$ cat config.mk
export PLATFORM = sky130hd
export DESIGN_NAME = audio_multi_effect_unit
export DESIGN_NICKNAME = d
export VERILOG_FILES = /design/src/hw/rtl/amfx_pkg.sv /design/src/hw/rtl/audio_multi_effect_unit.sv /design/src/hw/rtl/amfx_cell.sv /design/src/hw/rtl/amfx_div.sv
export VERILOG_INCLUDE_DIRS = /design/src /design/src/hw/rtl
export SDC_FILE = /design/constraint.sdc
export NUM_CORES = 2
export LEC_CHECK = 0
export ABC_AREA = 1
export BUFFER_PORTS_ARGS = -buffer_cell sky130_fd_sc_hd__buf_2
export CAP_MARGIN = 20
export CORE_AREA = 5 5 308 310
export DETAILED_ROUTE_END_ITERATION = 10
export DIE_AREA = 0 0 313 315
export GPL_TIMING_DRIVEN = 0
export PLACE_DENSITY = 0.8
export SYNTH_ARGS = -nofsm -noshare
export SYNTH_HDL_FRONTEND = slang
export SYNTH_HIERARCHICAL = 1
export SYNTH_SLANG_ARGS = --single-unit
$ cat constraint.sdc
create_clock -name clk -period 16.32 [get_ports clk]
set_clock_uncertainty 0.2 [all_clocks]
set_input_delay 3.264 -clock clk [delete_from_list [all_inputs] [get_ports clk]]
set_output_delay 3.264 -clock clk [all_outputs]
set_load 0.02 [all_outputs]
$ cat src/hw/rtl/audio_multi_effect_unit_macros.svh
// Assertion macros shared by the audio multi-effect unit RTL
`ifndef AUDIO_MULTI_EFFECT_UNIT_MACROS_SVH
`define AUDIO_MULTI_EFFECT_UNIT_MACROS_SVH

// Check that cons holds in the same cycle whenever ante holds
`define AMFX_ASSERT_SAME(label, ante, cons, msg) \
    label: assert property (@(posedge clk) disable iff (!rst_n) (ante) |-> (cons)) \
        else $error(msg);

// Check that cons holds in the cycle after ante holds
`define AMFX_ASSERT_NEXT(label, ante, cons, msg) \
    label: assert property (@(posedge clk) disable iff (!rst_n) (ante) |=> (cons)) \
        else $error(msg);

`endif

$ cat src/hw/rtl/amfx_pkg.sv
// Shared constants for the audio multi-effect unit
package amfx_pkg;

    localparam int SAMPLE_W = 16;

    // Configuration register widths
    localparam int MODE_W   = 2;
    localparam int WLEN_W   = 7;
    localparam int GAIN_W   = 6;
    localparam int CLIP_W   = 15;
    localparam int CFG_IDX_W = 2;
    localparam int CFG_DATA_W = 15;

    // Register indexes
    localparam logic [CFG_IDX_W-1:0] REG_EFFECT_MODE   = 2'd0;
    localparam logic [CFG_IDX_W-1:0] REG_WINDOW_LENGTH = 2'd1;
    localparam logic [CFG_IDX_W-1:0] REG_DRIVE_GAIN    = 2'd2;
    localparam logic [CFG_IDX_W-1:0] REG_CLIP_LEVEL    = 2'd3;

    // Effect modes
    localparam logic [MODE_W-1:0] MODE_PASS    = 2'd0;
    localparam logic [MODE_W-1:0] MODE_AVERAGE = 2'd1;
    localparam logic [MODE_W-1:0] MODE_DISTORT = 2'd2;

    // Reset values
    localparam logic [MODE_W-1:0] MODE_RESET = MODE_PASS;
    localparam logic [WLEN_W-1:0] WLEN_RESET = 7'd16;
    localparam logic [GAIN_W-1:0] GAIN_RESET = 6'd5;
    localparam logic [CLIP_W-1:0] CLIP_RESET = 15'd27000;

    typedef logic signed [SAMPLE_W-1:0] sample_t;

endpackage

$ cat src/hw/rtl/audio_multi_effect_unit.sv
// Top level of the audio multi-effect unit: history ring, control and effects
//
// One signed 16-bit sample in, one processed sample out. The history is a ring
// of MAX_WINDOW sample cells; every accepted sample shifts in at the head. In
// pass-through and distortion modes a result is registered in res_reg, then
// moved into the output register. In moving-average mode the ring is rotated
// once around while the newest window_length samples are summed, then a
// bit-serial divider works out the quotient one bit at a time. One sample is in
// work at a time and the input stalls until its result has moved into the output
// register, which a stalled output register can hold back. A finished result
// waits in the output register while the next sample is accepted. The history
// cells clear at reset.
module audio_multi_effect_unit #(
    parameter int MAX_WINDOW = 64
) (
    input  logic                                clk,
    input  logic                                rst_n,
    input  logic                                cfg_wr_en,
    input  logic [amfx_pkg::CFG_IDX_W-1:0]      cfg_addr,
    input  logic [amfx_pkg::CFG_DATA_W-1:0]     cfg_wdata,
    input  logic                                in_valid,
    output logic                                in_stall,
    input  logic signed [amfx_pkg::SAMPLE_W-1:0] sample_in,
    output logic                                out_valid,
    input  logic                                out_stall,
    output logic signed [amfx_pkg::SAMPLE_W-1:0] sample_out
);
    import amfx_pkg::*;

    `include "audio_multi_effect_unit_macros.svh"

    localparam int N_W    = $clog2(MAX_WINDOW + 1);
    localparam int CNT_W  = $clog2(MAX_WINDOW);
    localparam int SUM_W  = SAMPLE_W + $clog2(MAX_WINDOW);
    localparam int ADD_W  = N_W + 1;
    localparam int EXT_W  = (N_W > WLEN_W) ? N_W : WLEN_W;
    localparam int PROD_W = SAMPLE_W + GAIN_W + 1;

    localparam logic [2:0] ST_IDLE = 3'd0;
    localparam logic [2:0] ST_SUM  = 3'd1;
    localparam logic [2:0] ST_DIVS = 3'd2;
    localparam logic [2:0] ST_DIV  = 3'd3;
    localparam logic [2:0] ST_HOLD = 3'd4;

    // Configuration registers
    logic [MODE_W-1:0] mode_reg;
    logic [WLEN_W-1:0] wlen_reg;
    logic [GAIN_W-1:0] gain_reg;
    logic [CLIP_W-1:0] clip_reg;

    always_ff @(posedge clk or negedge rst_n)
    begin
        if (!rst_n)
        begin
            mode_reg <= MODE_RESET;
            wlen_reg <= WLEN_RESET;
            gain_reg <= GAIN_RESET;
            clip_reg <= CLIP_RESET;
        end
        else if (cfg_wr_en)
        begin
            case (cfg_addr)
                REG_EFFECT_MODE:   mode_reg <= cfg_wdata[MODE_W-1:0];
                REG_WINDOW_LENGTH: wlen_reg <= cfg_wdata[WLEN_W-1:0];
                REG_DRIVE_GAIN:    gain_reg <= cfg_wdata[GAIN_W-1:0];
                REG_CLIP_LEVEL:    clip_reg <= cfg_wdata[CLIP_W-1:0];
                default:           mode_reg <= mode_reg;
            endcase
        end
    end

    // Effective window: zero counts as one, long windows saturate
    logic [EXT_W-1:0] wlen_ext;
    logic [N_W-1:0]   eff_n;

    always_comb
    begin
        wlen_ext = EXT_W'(wlen_reg);
        if (wlen_ext == '0)
        begin
            eff_n = N_W'(1);
        end
        else if (wlen_ext > EXT_W'(MAX_WINDOW))
        begin
            eff_n = N_W'(MAX_WINDOW);
        end
        else
        begin
            eff_n = wlen_ext[N_W-1:0];
        end
    end

    // Control state
    logic [2:0]       state_reg, state_next;
    logic [CNT_W-1:0] rot_reg,   rot_next;
    logic             accept;
    logic             out_free;
    logic             out_valid_reg;
    logic             sum_last;

    assign in_stall = (state_reg != ST_IDLE);
    assign accept   = in_valid && !in_stall;
    assign out_free = !out_valid_reg || !out_stall;
    assign sum_last = (state_reg == ST_SUM) && (rot_reg == CNT_W'(MAX_WINDOW - 1));

    // History ring: head takes the new sample on a transfer, the tail otherwise
    sample_t cell_q [MAX_WINDOW];
    sample_t head_din;
    logic    ring_shift;

    assign ring_shift = accept || (state_reg == ST_SUM);
    assign head_din   = accept ? sample_t'(sample_in) : cell_q[MAX_WINDOW-1];

    genvar gi;
    generate
        for (gi = 0; gi < MAX_WINDOW; gi++)
        begin : g_cell
            if (gi == 0)
            begin : g_head
                amfx_cell u_cell (
                    .clk   (clk),
                    .rst_n (rst_n),
                    .shift (ring_shift),
                    .din   (head_din),
                    .dout  (cell_q[gi])
                );
            end
            else
            begin : g_body
                amfx_cell u_cell (
                    .clk   (clk),
                    .rst_n (rst_n),
                    .shift (ring_shift),
                    .din   (cell_q[gi-1]),
                    .dout  (cell_q[gi])
                );
            end
        end
    endgenerate

    // Window sum: the tail shows oldest first, the newest N come last
    logic signed [SUM_W-1:0] acc_reg, acc_next;
    logic                    in_window;

    assign in_window = (ADD_W'(rot_reg) + ADD_W'(eff_n)) >= ADD_W'(MAX_WINDOW);

    // Divider on the sum magnitude
    logic             div_start;
    logic             div_done;
    logic [SUM_W-1:0] div_quo;
    logic [SUM_W-1:0] sum_mag;
    logic             neg_reg, neg_next;

    assign sum_mag   = acc_reg[SUM_W-1] ? SUM_W'(-acc_reg) : SUM_W'(acc_reg);
    assign div_start = (state_reg == ST_DIVS);

    amfx_div #(
        .DVD_W (SUM_W),
        .DVS_W (N_W)
    ) u_div (
        .clk      (clk),
        .rst_n    (rst_n),
        .start    (div_start),
        .dividend (sum_mag),
        .divisor  (eff_n),
        .done     (div_done),
        .quotient (div_quo)
    );

    // Distortion: scale and hard-clip
    logic signed [PROD_W-1:0] prod;
    logic signed [PROD_W-1:0] clip_pos;
    logic signed [PROD_W-1:0] clip_neg;
    sample_t                  dist_res;

    assign prod     = PROD_W'(sample_in) * $signed(PROD_W'(gain_reg));
    assign clip_pos = $signed(PROD_W'(clip_reg));
    assign clip_neg = -clip_pos;

    always_comb
    begin
        if (prod > clip_pos)
        begin
            dist_res = sample_t'(clip_pos);
        end
        else if (prod < clip_neg)
        begin
            dist_res = sample_t'(clip_neg);
        end
        else
        begin
            dist_res = sample_t'(prod);
        end
    end

    // Sequence one sample through the chosen effect
    sample_t res_reg, res_next;

    always_comb
    begin
        state_next = state_reg;
        rot_next   = rot_reg;
        acc_next   = acc_reg;
        neg_next   = neg_reg;
        res_next   = res_reg;
        case (state_reg)
            ST_IDLE:
            begin
                if (accept)
                begin
                    case (mode_reg)
                        MODE_AVERAGE:
                        begin
                            acc_next   = '0;
                            rot_next   = '0;
                            state_next = ST_SUM;
                        end
                        MODE_DISTORT:
                        begin
                            res_next   = dist_res;
                            state_next = ST_HOLD;
                        end
                        default:
                        begin
                            res_next   = sample_t'(sample_in);
                            state_next = ST_HOLD;
                        end
                    endcase
                end
            end
            ST_SUM:
            begin
                if (in_window)
                begin
                    acc_next = acc_reg + SUM_W'(cell_q[MAX_WINDOW-1]);
                end
                rot_next = rot_reg + 1'b1;
                if (sum_last)
                begin
                    rot_next   = '0;
                    state_next = ST_DIVS;
                end
            end
            ST_DIVS:
            begin
                neg_next   = acc_reg[SUM_W-1];
                state_next = ST_DIV;
            end
            ST_DIV:
            begin
                if (div_done)
                begin
                    res_next   = neg_reg ? sample_t'(-div_quo) : sample_t'(div_quo);
                    state_next = ST_HOLD;
                end
            end
            ST_HOLD:
            begin
                if (out_free)
                begin
                    state_next = ST_IDLE;
                end
            end
            default:
            begin
                state_next = ST_IDLE;
            end
        endcase
    end

    always_ff @(posedge clk or negedge rst_n)
    begin
        if (!rst_n)
        begin
            state_reg <= ST_IDLE;
            rot_reg   <= '0;
        end
        else
        begin
            state_reg <= state_next;
            rot_reg   <= rot_next;
        end
    end

    always_ff @(posedge clk)
    begin
        acc_reg <= acc_next;
        neg_reg <= neg_next;
        res_reg <= res_next;
    end

    // Output register: load a finished result, drop valid after a transfer
    logic    out_valid_next;
    sample_t out_data_reg;
    logic    out_load;

    assign out_load = (state_reg == ST_HOLD) && out_free;

    always_comb
    begin
        out_valid_next = out_valid_reg;
        if (out_load)
        begin
            out_valid_next = 1'b1;
        end
        else if (!out_stall)
        begin
            out_valid_next = 1'b0;
        end
    end

    always_ff @(posedge clk or negedge rst_n)
    begin
        if (!rst_n)
        begin
            out_valid_reg <= 1'b0;
        end
        else
        begin
            out_valid_reg <= out_valid_next;
        end
    end

    always_ff @(posedge clk)
    begin
        if (out_load)
        begin
            out_data_reg <= res_reg;
        end
    end

    assign out_valid  = out_valid_reg;
    assign sample_out = out_data_reg;

    // Checks on sequencing
    `AMFX_ASSERT_SAME(a_rot_idle, state_reg != ST_SUM, rot_reg == '0, "ring counter left running")
    `AMFX_ASSERT_SAME(a_div_in_wait, div_done, state_reg == ST_DIV, "divider done outside wait")
    `AMFX_ASSERT_NEXT(a_sum_to_div, sum_last, state_reg == ST_DIVS, "sum pass missed divider")
    `AMFX_ASSERT_SAME(a_out_from_hold, $rose(out_valid_reg), $past(state_reg) == ST_HOLD,
                      "result appeared without a finished sample")

endmodule

$ cat src/hw/rtl/amfx_cell.sv
// One sample cell of the circulating history line
module amfx_cell (
    input  logic             clk,
    input  logic             rst_n,
    input  logic             shift,
    input  amfx_pkg::sample_t din,
    output amfx_pkg::sample_t dout
);
    import amfx_pkg::*;

    sample_t data_reg;

    // Take the neighbor's sample on every shift
    always_ff @(posedge clk or negedge rst_n)
    begin
        if (!rst_n)
        begin
            data_reg <= '0;
        end
        else if (shift)
        begin
            data_reg <= din;
        end
    end

    assign dout = data_reg;

endmodule

$ cat src/hw/rtl/amfx_div.sv
// Restoring unsigned divider, one quotient bit per cycle
module amfx_div #(
    parameter int DVD_W = 22,
    parameter int DVS_W = 7
) (
    input  logic             clk,
    input  logic             rst_n,
    input  logic             start,
    input  logic [DVD_W-1:0] dividend,
    input  logic [DVS_W-1:0] divisor,
    output logic             done,
    output logic [DVD_W-1:0] quotient
);
    import amfx_pkg::*;

    localparam int CNT_W = $clog2(DVD_W);

    logic [DVS_W:0]   rem_reg,  rem_next;
    logic [DVD_W-1:0] quo_reg,  quo_next;
    logic [CNT_W-1:0] cnt_reg,  cnt_next;
    logic             run_reg,  run_next;
    logic             done_reg, done_next;
    logic [DVS_W:0]   shifted;
    logic [DVS_W:0]   diff;
    logic             fits;

    // Shift in the next dividend bit and try one subtraction
    always_comb
    begin
        shifted = {rem_reg[DVS_W-1:0], quo_reg[DVD_W-1]};
        diff    = shifted - {1'b0, divisor};
        fits    = (shifted >= {1'b0, divisor});

        rem_next  = rem_reg;
        quo_next  = quo_reg;
        cnt_next  = cnt_reg;
        run_next  = run_reg;
        done_next = 1'b0;
        if (start)
        begin
            rem_next = '0;
            quo_next = dividend;
            cnt_next = '0;
            run_next = 1'b1;
        end
        else if (run_reg)
        begin
            rem_next = fits ? diff : shifted;
            quo_next = {quo_reg[DVD_W-2:0], fits};
            cnt_next = cnt_reg + 1'b1;
            if (cnt_reg == CNT_W'(DVD_W - 1))
            begin
                run_next  = 1'b0;
                done_next = 1'b1;
            end
        end
    end

    always_ff @(posedge clk or negedge rst_n)
    begin
        if (!rst_n)
        begin
            cnt_reg  <= '0;
            run_reg  <= 1'b0;
            done_reg <= 1'b0;
        end
        else
        begin
            cnt_reg  <= cnt_next;
            run_reg  <= run_next;
            done_reg <= done_next;
        end
    end

    // Datapath registers need no reset
    always_ff @(posedge clk)
    begin
        rem_reg <= rem_next;
        quo_reg <= quo_next;
    end

    assign done     = done_reg;
    assign quotient = quo_reg;

endmodule

Word-level counts from Yosys, hierarchy flattened

Cells that the tools add are included.

Order comparisons: 5
Multipliers: 1
Multiplexer cells: 38
Add/sub/neg operators: 8
Reductions and logical operators: 23
Equality and inequality tests: 19

Operators with widths:

| cell                                                | number |
|---|---|
| 2-to-1 mux 22 bit                                   | 6 |
| 2-to-1 mux 16 bit                                   | 6 |
| one-hot mux 16 bit (2 select lines)                 | 2 |
| one-hot mux 22 bit (2 select lines)                 | 1 |
| greater-than comparator 23 x 16 -> 1 bit            | 1 |
| less-than comparator 23 bit                         | 1 |
| multiplier 16 x 7 -> 23 bit                         | 1 |
| negation 15 -> 23 bit                               | 1 |
| adder 22 x 16 -> 22 bit                             | 1 |
| negation 22 bit                                     | 1 |
| 2-to-1 mux 7 bit                                    | 3 |
| 2-to-1 mux 6 bit                                    | 3 |
| negation 16 bit                                     | 1 |
| 2-to-1 mux 3 bit                                    | 5 |
| one-hot mux 3 bit (5 select lines)                  | 1 |
| one-hot mux 6 bit (2 select lines)                  | 1 |
| AND reduction 4 bit                                 | 3 |
| 2-to-1 mux 5 bit                                    | 2 |
| inequality test 2 bit, second input constant        | 5 |
| adder 6 x 7 -> 8 bit                                | 1 |
| >= comparator 8 x 7 -> 1 bit                        | 1 |
| >= comparator 8 x 7 -> 1 bit, second input constant | 1 |
| 2-to-1 mux 1 bit                                    | 8 |
| AND reduction 2 bit                                 | 4 |
| other kinds (21)                                    | 34 |

Flip-flop bits (word level): 1155

Longest topological paths before layout

Word-level depth: 7
Mapped depth: 40

Hierarchy

Netlist, hierarchy kept.

By module, submodules not included:

| module                  | cells each | times used | seq. area each (um2) | area an instance (um2) |
|---|---|---|---|---|
| amfx_cell               | 68         | 64         | 400.4                | 644.4 |
| audio_multi_effect_unit | 1554       | 1          | 2666.3               | 11400.9 |
| amfx_div                | 241        | 1          | 975.9                | 1963.1 |

Worst setup path after synthesis

No wires, ideal clock.

Path kind: input to register
From: in sample_in[15] in the netlist's numbering
To: reg res_reg[9] (data pin)
Required time: 15.867 ns
Arrival: 8.440 ns
Stages: 35
Path slack: 7.427 ns
Setup time: 0.253 ns
Path through: clkbuf_1 > nand2_1 > fa_1 > inv_1 > fa_1 > fa_1 > inv_1 > fa_1 > inv_1 > ha_1 > nand2_2 > nor2_4 > and3_1 > nand2_2 > nand2_4 > nand2_4 > nand2_2 > nand3_1 > nand2_1 > xor2_1 > inv_1 > ha_1 > nand2_1 > inv_1 > nand2_1 > inv_1 > a21boi_2 > nand3_1 > nand2_2 > buf_6 > nand2_1 > nand3_2 > nand2_1 > nand2_1 > nand2_1

Longest elaborated chain between the ends: 7
Elaborated cells on any way between the ends: 8

Ends and longest elaborated chain:

| item                                  | RTL line                       | source |
|---|---|---|
| start: declaration                    | audio_multi_effect_unit.sv:23  | `input logic signed [amfx_pkg::SAMPLE_W-1:0] sample_in,` |
| multiplier 16 x 7 -> 23 bit *         | audio_multi_effect_unit.sv:176 | `assign prod = PROD_W'(sample_in) * $signed(PROD_W'(gain_reg));` |
| less-than comparator 23 bit           | audio_multi_effect_unit.sv:186 | `else if (prod < clip_neg)` |
| 2-to-1 mux 16 bit                     | audio_multi_effect_unit.sv:186 |  |
| 2-to-1 mux 16 bit *                   | audio_multi_effect_unit.sv:182 | `if (prod > clip_pos)` |
| one-hot mux 16 bit (2 select lines) * | audio_multi_effect_unit.sv:211 | `case (mode_reg)` |
| 2-to-1 mux 16 bit *                   | audio_multi_effect_unit.sv:209 | `if (accept)` |
| one-hot mux 16 bit (2 select lines) * | audio_multi_effect_unit.sv:206 | `case (state_reg)` |
| via res_next[9]                       | audio_multi_effect_unit.sv:197 | `sample_t res_reg, res_next;` |
| end signal: assignment                | audio_multi_effect_unit.sv:289 | `res_reg <= res_next;` |
| end: declaration                      | audio_multi_effect_unit.sv:197 |  |

Mark *: on every way through the listed nets, which the timed path passes. The rest lies on a longest branch. The select of a mux whose other input is x is not followed.
A chain may end at the register's enable or synchronous reset.

Worst setup path in the final report

From: in sample_in[15] in the netlist's numbering
To: reg res_reg[12] (data pin)

Same word-level chain as after synthesis.

==> out/qor.csv <==
stage,metric,value,unit
critical_path,crit start category,input pin,
global_routing,first-pass GRT wire length,188000,um
clock_tree,H-tree levels,3,
clock_tree,Clock Path Buffers,3,
routing,vias per cell,5.09,
global_routing,total track usage,0.225,
sta,Slew @ Worst Pin,0.945,ns
critical_path,CP Buf/Inv Count,8,
critical_path,largest fanout on the critical path,10,
sta,relative slew slack,0.368,
clock_tree,Root Buffer,clkbuf_16,
sta,final slew viol count,0,
outcome,status,finished clean,
final_layout,nets,6552,
critical_path,critical path class,input pin to register,
synth,Synth async-reset ratio,0.927,
routing,remaining antenna violation count after routing,0,
synth,Post-Syn Area per Cell,8.88,um^2
critical_path,crit path from,sample_in[15],
job,max-cap violations,0,
clock_tree,CTS Hold Bufs,0,
sta,final worst-path cycle share,0.590,
sta,# setup viols final,0,
floorplanning,core area,91400,um^2
critical_path,CP most frequent cell,nand2_1,
critical_path,reg-to-reg endpoint,res_reg[12],
synth,Post-synth top cells,"3208 x nand2_1, 1060 x dfrtp_1, 353 x inv_1",
min_path,worst hold path type,register to register,
synth,Synthesis Warnings,6,
critical_path,max incr delay on CP,0.59,ns
routing,first-pass iteration count of the detailed router,8,
floorplanning,die area,98600,um^2
placement,hpwl dp,77400,um
placement,PortBufs,51,
critical_path,required time worst endpoint,16.53,ns
final_layout,area occupied by registers,29300,um^2
routing,wire length per cell,14.4,um
placement,Final GP Congestion,0.971,
clock_tree,setup bufs post-CTS,0,
sta,Final Hold Viols,0,
routing,drt initial violations,2680,
clock_tree,clk slew on worst S/H paths,0.06,ns
synth,Synth area leaders,"dfrtp_1 49%, nand2_1 22%, edfxtp_1 4.2%, nand2_2 3.8%, ha_1 2.7%",
synth,Mapped Area,54600,um^2
clock_tree,post-cts resize count,0,
global_routing,largest net degree at the start of global routing,175,
final_layout,Largest register FFs,1008,
critical_path,cell with the largest stage delay on the worst path,fa_1,
critical_path,CP endpoint kind,register,
final_layout,footprint of the multi-input gates,20500,um^2
global_routing,Overflow after GRT,0,
critical_path,Worst R2R Setup Slack,8.45,ns
clock_tree,worst skew pair latency,0.68,ns
floorplanning,Ports,56,
synth,Post-synth EDFFs,77,
synth,post-synthesis cell type count,59,
clock_tree,# clock sinks,1155,
synth,"flops & latches, synth",1155,
floorplanning,FP Rows,111,
sta,RSZ-0062 raised after global routing,false,
global_routing,vias in the first global route,39408,
power_and_ir_drop,Leak,34.2,nW
routing,via count,38636,
critical_path,Critical Path AT,9.84,ns
synth,main flop type after synthesis,dfrtp_1,
sta,Achievable Freq,104,MHz
final_layout,share of cells above drive strength 1,0.140,
critical_path,CP Depth,35,
power_and_ir_drop,PwrDens,115,nW/um^2
final_layout,fillcell total,7139,
sta,post-route setup TNS,0,ns
floorplanning,die height,315,um
floorplanning,starting density of the core,0.598,
final_layout,area grow syn2layout,10.2,%
clock_tree,CTS tree,done,
routing,WL final,109000,um
critical_path,Reg-to-Reg Start,gain_reg[2],
synth,top-count cell post-synth,nand2_1,
synth,sequential cell area fraction in the yosys report,0.536,
synth,Yosys top cell by area,dfrtp_1,
critical_path,"CP delay by family, top",adder cells,
synth,Mapped Nets,6375,
synth,area fraction of the dominant cell type after synthesis,0.486,
critical_path,Reg2Reg Depth,36,
global_routing,initial antenna violation count,2,
power_and_ir_drop,Peak VDD IR,0.0893,mV
routing,Residual DRC,0,
clock_tree,cts bufs inserted,113,
floorplanning,die width,313,um
synth,Synth Instances,6147,
critical_path,CP Capture Point,res_reg[12],
sta,fin crit period,9.63,ns
final_layout,post-layout util,0.659,
worst min-delay path by stage:
stage / start / end / slack, ns / cells past startpoint
2_1_floorplan: res_reg[0] / sample_out[0] / 0.20 / 0
3_3_place_gp: res_reg[13] / sample_out[13] / 0.21 / 0
3_5_place_dp: res_reg[2] / sample_out[2] / 0.20 / 0
4_1_cts: res_reg[2] / sample_out[2] / 0.22 / 0
5_1_grt: res_reg[2] / sample_out[2] / 0.22 / 0
6_report: res_reg[2] / sample_out[2] / 0.22 / 0
kinds of logic (layout without fill, tap and decap cells):
kind of cell | Yosys count | in the layout | synth area share
adder cells (fa/ha/maj) | 190 | 190 | 0.0532
other | 0 | 2 | 0
flip-flops | 1155 | 1155 | 0.536
multiplexers | 15 | 15 | 0.00309
buffers and inverters | 664 | 926 | 0.0886
AND/OR/NAND/NOR | 3821 | 3821 | 0.285
AO/OA/AOI/OAI | 248 | 248 | 0.0252
XOR/XNOR | 54 | 54 | 0.00866
cells in the final DEF (no fill, tap or decap), types with 7 or more instances in the layout:
cell type / instances
a21oi_1: 101
buf_12: 66
buf_16: 7
buf_2: 52
buf_6: 130
clkbuf_1: 60
clkbuf_16: 114
clkbuf_8: 20
clkinv_2: 27
dfrtp_1: 1060
dfstp_2: 11
dfxtp_1: 7
edfxtp_1: 77
fa_1: 70
ha_1: 120
inv_1: 352
inv_2: 11
inv_6: 68
mux2_2: 15
nand2_1: 3208
nand2_2: 336
nand3_1: 93
nand3b_1: 7
nand4_1: 14
nor2_1: 99
nor3_1: 31
o21a_1: 8
o21ai_0: 100
o21bai_1: 7
xnor2_1: 17
xor2_1: 37
report_power, final:
part / internal [mW] / total (mW) / leakage [nW] / switching, mW
logic: 0.509 / 1.48 / 16.8 / 0.967
registers: 2.90 / 2.92 / 15.7 / 0.0125
clock network: 1.43 / 2.51 / 1.77 / 1.08
total: 4.84 / 6.90 / 34.2 / 2.06
area by class of cell:
type,count,share of cell area
Timing Repair Buffer,62,0.00859
Inverter,429,0.0321
Buffer,235,0.0483
Clock inverter,44,0.00580
Tap cell,1186,0.0247
Antenna cell,2,0.0000832
Multi-Input combinational cell,4328,0.341
Sequential cell,1155,0.486
Clock buffer,156,0.0534
metal layers:
| metal | routed length (um) | global-route usage | vias up |
|---|---|---|---|
| met3 | 4200 | 0.0285 | 235 |
| met4 | 3650 | 0.0777 | 0 |
| met1 | 47900 | 0.297 | 18539 |
| met5 | 0 | 0 | - |
| met2 | 53500 | 0.388 | 712 |
| li1 | - | - | 19150 |
metrics by stage:
stage          setup WS [ns]  std cells  instance area (um^2)  hold slack, ns  total power [mW]
2_1_floorplan           7.43       6147                 54600           0.200              4.05
3_3_place_gp          -10.97       7384                 56300           0.207              4.39
3_5_place_dp            6.08       7394                 56600           0.205              4.42
4_1_cts                 6.78       7594                 60200           0.220              6.94
5_1_grt                 6.33       7597                 60200           0.223              7.28
6_report                6.69       7597                 60200           0.220              6.90
No activity file was read; power rests on OpenSTA's default activity.
